`src/hdl/ifa_pkg.sv`:
```
// ----------------------------------------------------------------------------
// ifa_pkg
// shared types, constants and float adder helpers
// ----------------------------------------------------------------------------
`timescale 1ns / 1ps
`default_nettype none
package ifa_pkg;
   localparam int LANES_DEFAULT = 16;
   localparam logic [31:0] FP_ZERO = 32'h0000_0000;
   localparam logic [31:0] FP_QNAN = 32'h7FC0_0000;
   localparam logic [0:0] REG_PATHS = 1'b0;
   localparam logic [0:0] REG_STEPS = 1'b1;

   // commands from controller to datapath
   typedef struct packed {
      logic add_in;     // add input into current slot
      logic clr_total;  // load total with +0
      logic add_slot;   // total += slot[red_idx]
      logic clr_slots;  // clear all slots
      logic load_out;   // copy total to output register
   } cmd_type;

   // unpacked operand
   typedef struct packed {
      logic        sign;
      logic [9:0]  exp;   // biased, subnormal -> 1
      logic [26:0] man;   // hidden.23 frac.3 guard bits
   } unp_type;

   // stage 1 of the adder: align and add
   typedef struct packed {
      logic        special;
      logic [31:0] special_bits;
      logic        sign;
      logic [9:0]  exp;
      logic [27:0] mag;
      logic        zero_sign;
   } add1_type;

   function automatic logic [4:0] lzc28(input logic [27:0] v);
      logic [4:0] n;
      logic       found;
      n = 5'd28;
      found = 1'b0;
      for (int i = 27; i >= 0; i--) begin
         if (!found && v[i]) begin
            n = 5'(27 - i);
            found = 1'b1;
         end
      end
      return n;
   endfunction

   // first half: specials, alignment with sticky, signed magnitude add
   function automatic add1_type fadd_s1(input logic [31:0] a, input logic [31:0] b);
      add1_type r;
      logic [7:0] ea, eb;
      logic [22:0] fa, fb;
      logic a_nan, b_nan, a_inf, b_inf;
      logic [9:0] xa, xb, d;
      logic [26:0] ma, mb, big, sml, sh;
      logic sbig, ssml, stk;
      logic [9:0] ebig;
      ea = a[30:23]; eb = b[30:23]; fa = a[22:0]; fb = b[22:0];
      a_nan = (ea == 8'hFF) && (fa != 23'd0);
      b_nan = (eb == 8'hFF) && (fb != 23'd0);
      a_inf = (ea == 8'hFF) && (fa == 23'd0);
      b_inf = (eb == 8'hFF) && (fb == 23'd0);
      r = '0;
      r.zero_sign = a[31] & b[31];
      if (a_nan || b_nan || (a_inf && b_inf && (a[31] != b[31]))) begin
         r.special = 1'b1; r.special_bits = FP_QNAN;
      end else if (a_inf) begin
         r.special = 1'b1; r.special_bits = a;
      end else if (b_inf) begin
         r.special = 1'b1; r.special_bits = b;
      end
      xa = (ea == 8'd0) ? 10'd1 : {2'b00, ea};
      xb = (eb == 8'd0) ? 10'd1 : {2'b00, eb};
      ma = {(ea != 8'd0), fa, 3'b000};
      mb = {(eb != 8'd0), fb, 3'b000};
      if ({xa, ma} >= {xb, mb}) begin
         big = ma; sml = mb; sbig = a[31]; ssml = b[31]; ebig = xa; d = xa - xb;
      end else begin
         big = mb; sml = ma; sbig = b[31]; ssml = a[31]; ebig = xb; d = xb - xa;
      end
      if (d >= 10'd27) begin
         sh = '0; stk = (sml != 27'd0);
      end else begin
         sh = sml >> d;
         stk = ((sml & ~(27'h7FF_FFFF << d)) != 27'd0);
      end
      sh[0] = sh[0] | stk;
      r.sign = sbig;
      r.exp = ebig;
      if (sbig == ssml) r.mag = {1'b0, big} + {1'b0, sh};
      else r.mag = {1'b0, big} - {1'b0, sh};
      return r;
   endfunction

   // second half: normalise, round to nearest even, pack
   function automatic logic [31:0] fadd_s2(input add1_type s);
      logic [4:0] lz;
      logic [27:0] m;
      logic [9:0] e;
      logic [9:0] shl;
      logic st;
      logic [24:0] rm;
      logic rnd;
      if (s.special) return s.special_bits;
      if (s.mag == 28'd0) return {s.zero_sign, 31'd0};
      m = s.mag; e = s.exp;
      if (m[27]) begin
         st = m[0]; m = m >> 1; m[0] = m[0] | st; e = e + 10'd1;
      end else begin
         lz = lzc28(m) - 5'd1;
         shl = (e - 10'd1 < {5'd0, lz}) ? e - 10'd1 : {5'd0, lz};
         m = m << shl; e = e - shl;
      end
      // m[26] hidden, m[25:3] frac, m[2:0] grs
      rnd = m[2] & (m[1] | m[0] | m[3]);
      rm = {1'b0, m[26:3]} + {24'd0, rnd};
      if (rm[24]) begin
         rm = rm >> 1; e = e + 10'd1;
      end
      if (!rm[23]) e = 10'd0;
      if (e >= 10'd255) return {s.sign, 8'hFF, 23'd0};
      return {s.sign, e[7:0], rm[22:0]};
   endfunction
endpackage
`default_nettype wire

```
`src/hdl/ifa_stream_if.sv`:
```
// ----------------------------------------------------------------------------
// ifa_stream_if
// valid/ready channels for data, results and register writes
// ----------------------------------------------------------------------------
`timescale 1ns / 1ps
`default_nettype none
interface ifa_req_if;
   logic        valid;
   logic        ready;
   logic [31:0] value_bits;
   modport source (output valid, output value_bits, input ready);
   modport sink (input valid, input value_bits, output ready);
endinterface

interface ifa_rsp_if;
   logic        valid;
   logic        ready;
   logic [31:0] sum_bits;
   logic        last_of_run;
   modport source (output valid, output sum_bits, output last_of_run, input ready);
   modport sink (input valid, input sum_bits, input last_of_run, output ready);
endinterface

interface ifa_csr_if;
   logic        valid;
   logic        ready;
   logic [0:0]  index;
   logic [31:0] data;
   modport source (output valid, output index, output data, input ready);
   modport sink (input valid, input index, input data, output ready);
endinterface
`default_nettype wire

```
`src/hdl/ifa_datapath.sv`:
```
// ----------------------------------------------------------------------------
// ifa_datapath
// slot registers, two-stage float adder, total and output registers
// ----------------------------------------------------------------------------
`timescale 1ns / 1ps
`default_nettype none
module ifa_datapath #(
   parameter int LANES = ifa_pkg::LANES_DEFAULT
) (
   input  wire logic                                     clock,
   input  wire logic                                     reset,
   input  wire ifa_pkg::cmd_type                         cmd,
   input  wire logic [31:0]                              value_bits,
   input  wire logic [((LANES > 1) ? $clog2(LANES) : 1)-1:0] slot_idx,
   input  wire logic [((LANES > 1) ? $clog2(LANES) : 1)-1:0] red_idx,
   output logic [31:0]                                   sum_bits
);
   localparam int IW = (LANES > 1) ? $clog2(LANES) : 1;
   logic [31:0] slot_ff [LANES];
   logic [31:0] total_ff;
   logic [31:0] sum_ff;
   ifa_pkg::add1_type s1_ff;
   logic [31:0] opa, opb;
   logic add_v_ff, slot_v_ff;
   logic [IW-1:0] wr_idx_ff;

   // stage one operands: input slot or reduction
   always_comb begin
      if (cmd.add_slot) begin
         opa = total_ff; opb = slot_ff[red_idx[IW-1:0]];
      end else begin
         opa = slot_ff[slot_idx[IW-1:0]]; opb = value_bits;
      end
   end

   always_ff @(posedge clock) begin
      s1_ff     <= ifa_pkg::fadd_s1(opa, opb);
      wr_idx_ff <= slot_idx;
      if (reset) begin
         add_v_ff  <= 1'b0;
         slot_v_ff <= 1'b0;
      end else begin
         add_v_ff  <= cmd.add_in;
         slot_v_ff <= cmd.add_slot;
      end
      if (reset || cmd.clr_slots) begin
         for (int i = 0; i < LANES; i++) slot_ff[i] <= ifa_pkg::FP_ZERO;
      end else if (add_v_ff) begin
         slot_ff[wr_idx_ff] <= ifa_pkg::fadd_s2(s1_ff);
      end
      if (cmd.clr_total) total_ff <= ifa_pkg::FP_ZERO;
      else if (slot_v_ff) total_ff <= ifa_pkg::fadd_s2(s1_ff);
      if (cmd.load_out) sum_ff <= total_ff;
   end

   assign sum_bits = sum_ff;
endmodule
`default_nettype wire

```
`src/hdl/ifa_controller.sv`:
```
// ----------------------------------------------------------------------------
// ifa_controller
// handshakes, counters and sequencing of adds and the slot reduction
// ----------------------------------------------------------------------------
`timescale 1ns / 1ps
`default_nettype none
module ifa_controller #(
   parameter int LANES = ifa_pkg::LANES_DEFAULT
) (
   input  wire logic                       clock,
   input  wire logic                       reset,
   input  wire logic                       req_valid,
   output logic                            req_ready,
   output logic                            rsp_valid,
   input  wire logic                       rsp_ready,
   output logic                            rsp_last,
   input  wire logic                       csr_valid,
   input  wire logic [0:0]                 csr_index,
   input  wire logic [31:0]                csr_data,
   output ifa_pkg::cmd_type                cmd,
   output logic [((LANES > 1) ? $clog2(LANES) : 1)-1:0] slot_idx,
   output logic [((LANES > 1) ? $clog2(LANES) : 1)-1:0] red_idx
);
   localparam int IW = (LANES > 1) ? $clog2(LANES) : 1;
   localparam logic [IW-1:0] LAST_SLOT = IW'(LANES - 1);
   localparam logic [2:0] ST_IDLE = 3'd0, ST_ADD = 3'd1, ST_RED = 3'd2,
                          ST_WAIT = 3'd3, ST_OUT = 3'd4;

   logic [2:0] state_ff, state_in;
   logic [31:0] paths_ff, steps_ff, pcount_ff, pcount_in, scount_ff, scount_in;
   logic [IW-1:0] slot_ff, slot_in, red_ff, red_in;
   logic close_ff, close_in, last_ff, last_in, rv_ff, rv_in;
   logic [31:0] np, ns;
   logic acc;

   assign np = pcount_ff + 32'd1;
   assign ns = scount_ff + 32'd1;
   // new value waits for the adder write-back of the previous one
   assign req_ready = (state_ff == ST_IDLE);
   assign acc = req_valid && req_ready;

   always_comb begin
      state_in = state_ff; pcount_in = pcount_ff; scount_in = scount_ff;
      slot_in = slot_ff; red_in = red_ff; close_in = close_ff;
      last_in = last_ff; rv_in = rv_ff && !rsp_ready;
      cmd = '0;
      unique case (state_ff)
         ST_IDLE: begin
            if (acc) begin
               cmd.add_in = 1'b1;
               slot_in = (slot_ff == LAST_SLOT) ? '0 : slot_ff + IW'(1);
               close_in = (np == 32'd0) || (np >= paths_ff);
               pcount_in = close_in ? 32'd0 : np;
               state_in = ST_ADD;
            end
         end
         ST_ADD: begin
            // slot write-back happens this cycle
            if (close_ff) begin
               cmd.clr_total = 1'b1;
               red_in = '0;
               state_in = ST_RED;
            end else begin
               state_in = ST_IDLE;
            end
         end
         ST_RED: begin
            cmd.add_slot = 1'b1;
            state_in = ST_WAIT;
         end
         ST_WAIT: begin
            if (red_ff == LAST_SLOT) begin
               state_in = ST_OUT;
            end else begin
               red_in = red_ff + IW'(1);
               state_in = ST_RED;
            end
         end
         ST_OUT: begin
            if (!rv_ff) begin
               cmd.load_out = 1'b1;
               cmd.clr_slots = 1'b1;
               slot_in = '0;
               last_in = (ns == 32'd0) || (ns >= steps_ff);
               scount_in = last_in ? 32'd0 : ns;
               rv_in = 1'b1;
               state_in = ST_IDLE;
            end
         end
         default: state_in = ST_IDLE;
      endcase
   end

   always_ff @(posedge clock) begin
      if (reset) begin
         state_ff <= ST_IDLE; paths_ff <= 32'd1; steps_ff <= 32'd1;
         pcount_ff <= '0; scount_ff <= '0; slot_ff <= '0; red_ff <= '0;
         close_ff <= 1'b0; last_ff <= 1'b0; rv_ff <= 1'b0;
      end else begin
         state_ff <= state_in; pcount_ff <= pcount_in; scount_ff <= scount_in;
         slot_ff <= slot_in; red_ff <= red_in; close_ff <= close_in;
         last_ff <= last_in; rv_ff <= rv_in;
         if (csr_valid) begin
            if (csr_index == ifa_pkg::REG_PATHS) paths_ff <= csr_data;
            else steps_ff <= csr_data;
         end
      end
   end

   assign rsp_valid = rv_ff;
   assign rsp_last = last_ff;
   assign slot_idx = slot_ff;
   assign red_idx = red_ff;
endmodule
`default_nettype wire

```
`src/hdl/interleaved_float_accumulator.sv`:
```
// ----------------------------------------------------------------------------
// interleaved_float_accumulator
// single-precision accumulator over interleaved partial sums
// ----------------------------------------------------------------------------
// req: one float value per transfer, added into slot k mod LANES of its group.
// rsp: one total per group of paths_per_step values, with last_of_run set on
//      the last total of each run of steps_per_run totals.
// csr: index 0 writes paths_per_step, index 1 steps_per_run; always ready;
//      must be written only while idle; the block does not enforce it.
// a value that does not close its group is followed by ADD, where req is not
// ready: the two-stage slot adder's write-back must land before the next read.
// a closing value is followed by the reduction, which runs the slots one at a
// time through the same two-stage adder (RED then WAIT per slot), then by OUT,
// where the total is loaded and rsp valid is registered.
// reset: slots +0, counters 0, both registers 1, no result pending.
// a stalled rsp holds its total in the output register; values are still taken,
// but after a closing value the new total waits in OUT until the old one leaves.
// ----------------------------------------------------------------------------
`timescale 1ns / 1ps
`default_nettype none
module interleaved_float_accumulator #(
   parameter int LANES = ifa_pkg::LANES_DEFAULT
) (
   input wire logic clock,
   input wire logic reset,
   ifa_req_if.sink  req,
   ifa_rsp_if.source rsp,
   ifa_csr_if.sink  csr
);
   localparam int IW = (LANES > 1) ? $clog2(LANES) : 1;
   ifa_pkg::cmd_type cmd;
   logic [IW-1:0] slot_idx, red_idx;

   assign csr.ready = 1'b1;

   ifa_controller #(.LANES(LANES)) u_ctrl (
      .clock(clock), .reset(reset),
      .req_valid(req.valid), .req_ready(req.ready),
      .rsp_valid(rsp.valid), .rsp_ready(rsp.ready), .rsp_last(rsp.last_of_run),
      .csr_valid(csr.valid), .csr_index(csr.index), .csr_data(csr.data),
      .cmd(cmd), .slot_idx(slot_idx), .red_idx(red_idx)
   );

   ifa_datapath #(.LANES(LANES)) u_dp (
      .clock(clock), .reset(reset), .cmd(cmd), .value_bits(req.value_bits),
      .slot_idx(slot_idx), .red_idx(red_idx), .sum_bits(rsp.sum_bits)
   );
endmodule
`default_nettype wire

```
`src/flat_wrapper.sv`:
```
// flat-port wrapper written by rule: the top's interface ports become plain ports
module interleaved_float_accumulator_flat 
#(
   parameter int LANES = ifa_pkg::LANES_DEFAULT
)
  (clock, reset, req_valid, req_value_bits, req_ready, rsp_valid, rsp_sum_bits, rsp_last_of_run, rsp_ready, csr_valid, csr_index, csr_data, csr_ready);
  ifa_req_if req_i ();
  ifa_rsp_if rsp_i ();
  ifa_csr_if csr_i ();
  input wire logic clock;
  input wire logic reset;
  input wire logic [$bits(req_i.valid)-1:0] req_valid;
  input wire logic [$bits(req_i.value_bits)-1:0] req_value_bits;
  output wire logic [$bits(req_i.ready)-1:0] req_ready;
  output wire logic [$bits(rsp_i.valid)-1:0] rsp_valid;
  output wire logic [$bits(rsp_i.sum_bits)-1:0] rsp_sum_bits;
  output wire logic [$bits(rsp_i.last_of_run)-1:0] rsp_last_of_run;
  input wire logic [$bits(rsp_i.ready)-1:0] rsp_ready;
  input wire logic [$bits(csr_i.valid)-1:0] csr_valid;
  input wire logic [$bits(csr_i.index)-1:0] csr_index;
  input wire logic [$bits(csr_i.data)-1:0] csr_data;
  output wire logic [$bits(csr_i.ready)-1:0] csr_ready;
  assign req_i.valid = req_valid;
  assign req_i.value_bits = req_value_bits;
  assign req_ready = req_i.ready;
  assign rsp_valid = rsp_i.valid;
  assign rsp_sum_bits = rsp_i.sum_bits;
  assign rsp_last_of_run = rsp_i.last_of_run;
  assign rsp_i.ready = rsp_ready;
  assign csr_i.valid = csr_valid;
  assign csr_i.index = csr_index;
  assign csr_i.data = csr_data;
  assign csr_ready = csr_i.ready;
  interleaved_float_accumulator #(.LANES(LANES)) u_core (.clock(clock), .reset(reset), .req(req_i), .rsp(rsp_i), .csr(csr_i));
endmodule
```
`config.mk`:
```
export PLATFORM = sky130hd
export DESIGN_NAME = interleaved_float_accumulator_flat
export DESIGN_NICKNAME = d
export VERILOG_FILES = /design/src/hdl/ifa_pkg.sv /design/src/hdl/ifa_stream_if.sv /design/src/hdl/ifa_datapath.sv /design/src/hdl/ifa_controller.sv /design/src/hdl/interleaved_float_accumulator.sv /design/src/flat_wrapper.sv
export SDC_FILE = /design/constraint.sdc
export NUM_CORES = 2
export LEC_CHECK = 0
export BUFFER_PORTS_ARGS = -buffer_cell sky130_fd_sc_hd__buf_4
export CORE_ASPECT_RATIO = 1.5
export CORE_UTILIZATION = 45
export DETAILED_ROUTE_END_ITERATION = 8
export HOLD_SLACK_MARGIN = 0.02
export PLACE_DENSITY = 0.75
export SLEW_MARGIN = 10
export SYNTH_ARGS = -nofsm -noshare
export SYNTH_HDL_FRONTEND = slang
export SYNTH_HIERARCHICAL = 1
export SYNTH_SLANG_ARGS = --single-unit
export TNS_END_PERCENT = 10
```
`constraint.sdc`:
```
create_clock -name clock -period 10.7 [get_ports clock]
set_input_delay 1.605 -clock clock [delete_from_list [all_inputs] [get_ports clock]]
set_output_delay 1.605 -clock clock [all_outputs]
set_load 0.03 [all_outputs]
```
==> results.py <==
metrics = {
    "pwr": {
        "p_per_area_nw_per_um2": 258,
        "power.total_uw": 15000,
        "peakVddDrop_v": 0.000230,
        "power.leakage_uw": 0.0213,
    },
    "logic_synthesis": {
        "syn_area_um2": 50500,
        "yosys.cell_count.top_type": "nor2_1",
        "synth_top_cell_by_area": "edfxtp_1",
        "avgSynthCellArea_um2": 10.6,
        "yosysWarnings": 6,
        "async_reset_ff_share_pct": 0,
        "ys_seq_area_share_pct": 42.3,
        "synth_top_area_share_pct": 32.4,
        "synthTopCellsByArea": "edfxtp_1, mux4_2, dfxtp_1, nor2_1, ha_1",
        "synth_flop_cell": "edfxtp_1",
        "ys_ff_latch": 795,
        "synth_edf_count": 544,
        "synthCells": 4783,
        "yosys.cell_types.count": 115,
        "ys_top_cells_by_count": "nor2_1, edfxtp_1, nand2_1, mux4_2, a21oi_1",
    },
    "clocking": {
        "cts_tree": "built",
        "clkLatencyLatePin_ps": 710,
        "htreeDepth": 3,
        "cts.clk_slew.worst_paths_ps": 70,
        "clock_sinks": 795,
        "numCtsBuffers": 75,
        "cts_root_buffer": "clkbuf_16",
        "cts_max_path_buffers": 3,
    },
    "timing": {
        "drv_slew": 0,
        "fin_crit_sh_pct": 95.5,
        "clock.fmax_mhz": 97.9,
        "slew_headroom_pct": 9.04,
        "worst_slew_pin_slew_ps": 1350,
        "min_period_ps": 10220,
        "hold_violations": 0,
        "setup_tns_ps": 0,
        "clock_skew_ps": 52.3,
        "setup_viol": 0,
    },
    "route": {
        "dr_total_vias": 42400,
        "routed_via_density": 6.49,
        "final_antenna_net_count": 0,
        "drc": 0,
        "drt_iter0_markers": 5150,
        "wl_per_cell_um": 27.6,
        "wl_mm": 180,
        "drt_pass1_iterations": 9,
    },
    "global_route": {
        "grt_pass1_vias": 41900,
        "grt_overflow": 0,
        "grt_first_pass_wirelength_mm": 263,
        "grt_max_degree": 81,
        "antenna_found_initial": 1,
        "grt_usage_pct": 31.4,
    },
    "final_layout": {
        "syn_to_final_growth_pct": 14.8,
        "fin_nets": 5245,
        "multi_input_area_um2": 27000,
        "fill_cells": 9548,
        "seqCellArea_um2": 21400,
        "drive_gt1_share_pct": 23.7,
    },
    "hold_path": {
        "hp-start": "u_core/u_ctrl/steps_ff[10]$_SDFFE_PP0P_",
        "whs_path_depth": 2,
        "min_path_type": "reg -> reg",
    },
    "setup_path": {
        "crit_type": "reg -> reg",
        "rr_startpoint": "u_core/u_dp/s1_ff[15]$_DFF_P_",
        "endpoint_kind": "flop",
        "worst_setup_path_start_kind": "flop",
        "setup.worst_path.start": "u_core/u_dp/s1_ff[15]$_DFF_P_",
        "cp.required_ps": 11200,
        "r2r_cells": 31,
        "slowest_stage": "o41ai_1",
        "cp_slowest_stage_delay_ps": 650,
        "arrival_ps": 10720,
        "crit_fanout": 26,
    },
    "floorplan": {
        "initial_core_util_pct": 45.4,
        "die_h_um": 412,
        "dieArea_um2": 114000,
        "io_pins": 106,
        "fp-row-count": 150,
        "core-area_um2": 111000,
        "die_x_um": 275,
    },
    "run": {
        "drv_cap": 0,
    },
    "placement": {
        "routabilityCongestion": 1.03,
        "port_buffers": 104,
        "dpl.hpwl_mm": 123,
    },
    "status": {
        "status": "complete, no violations",
    },
}
[cell families (layout without fill, tap and decap cells)]
kind of cell               count (synthesis)  count (layout)  share of synthesized area, %
muxes                                    510             510                          18.7
xor gates and xnor gates                 210             210                          3.64
other                                      2              24                        0.0149
adders and majority gates                154             154                          3.87
and+or+nand+nor                         1756            1756                          15.7
AOI/OAI and AO/OA                        790             790                          10.9
buffers and inverters                    566             847                          4.90
DFF                                      795             795                          42.3
[state kept, by name, indices dropped and copies added, names as in the netlist, 3 cells and up]
name                     cells
u_core/u_ctrl/steps_ff      32
u_core/u_ctrl/slot_idx       4
u_core/u_dp/slot_ff        512
u_core/u_dp/total_ff        32
u_core/u_dp/sum_bits        32
u_core/u_ctrl/scount_ff     32
u_core/u_ctrl/pcount_ff     32
u_core/u_ctrl/state_ff       3
u_core/u_dp/s1_ff           71
u_core/u_dp/wr_idx_ff        4
u_core/u_ctrl/red_idx        4
u_core/u_ctrl/paths_ff      32
[stage by stage]
stage	cell area (µm²)	hold slack, ps	util [%]	std cells	setup slack, ps
after global routing	58000	467	52.1	6529	-48.7
final	58000	454	52.1	6530	483
after detailed placement	55100	447	49.5	6382	-379
after global placement	55100	443	49.5	6382	-384
after CTS	57800	455	51.9	6521	49.4
after floorplan	50600	375	-	4804	-69.0
[placed cells by master, fill, tap and decap left out, types with 123 or more instances in the layout]
cell type	n
o21ai_0	123
inv_1	182
ha_1	148
edfxtp_1	544
buf_4	471
dfxtp_1	241
nor3_1	136
nor2_1	773
mux4_2	343
a21oi_1	260
xnor2_1	130
nand2_1	382
[critical path: cells and delay by family (launching register included)]
kind            cells  cell delay (ps)
fa+ha+maj           3              830
buf+inv             4              930
simple gates       11             3460
compound gates     13             4340
flops               1              460
[power breakdown]
group / internal, µW / switching, µW / total [µW]
registers: 3490 / 309 / 3800
logic: 3130 / 5140 / 8270
clock network: 1630 / 1260 / 2890
[routing by layer]
layer / GRT usage [%] / part of all wire [%] / vias up
li1: - / - / 18200
met1: 34.3 / 32 / 20400
met2: 52.8 / 48 / 2889
met3: 6.68 / 10 / 937
met4: 24.7 / 9.6 / 0
met5: 0 / 0 / -
[what timing repair did]
item | 4_1_cts | 5_1_grt
gates cloned | 0 | 0
pin swaps | 0 | 6
hold buffers | 0 | 0
buffers inserted | 0 | 8
resized for setup | 1 | 33
endpoints found under the setup margin | 1 | 123
[final cells by class]
class / instances / area share [%]
tap: 1444 / 3.12
antenna: 1 / 0.00432
clock inverter: 49 / 1.00
inverter: 191 / 1.26
timing repair buffer: 517 / 7.63
clock buffer: 90 / 3.53
multi-input combinational: 3443 / 46.6
sequential: 795 / 36.9
[final timing paths]
check | endpoint | slack [ps]
max | u_core/u_dp/slot_ff[0][5]$_SDFFCE_PN0P_ | 480
min | u_core/u_ctrl/steps_ff[10]$_SDFFE_PP0P_ | 450
max reg2reg | u_core/u_dp/slot_ff[0][5]$_SDFFCE_PN0P_ | 480
min reg2reg | u_core/u_ctrl/steps_ff[10]$_SDFFE_PP0P_ | 450
(Power assumes the default switching activity.)
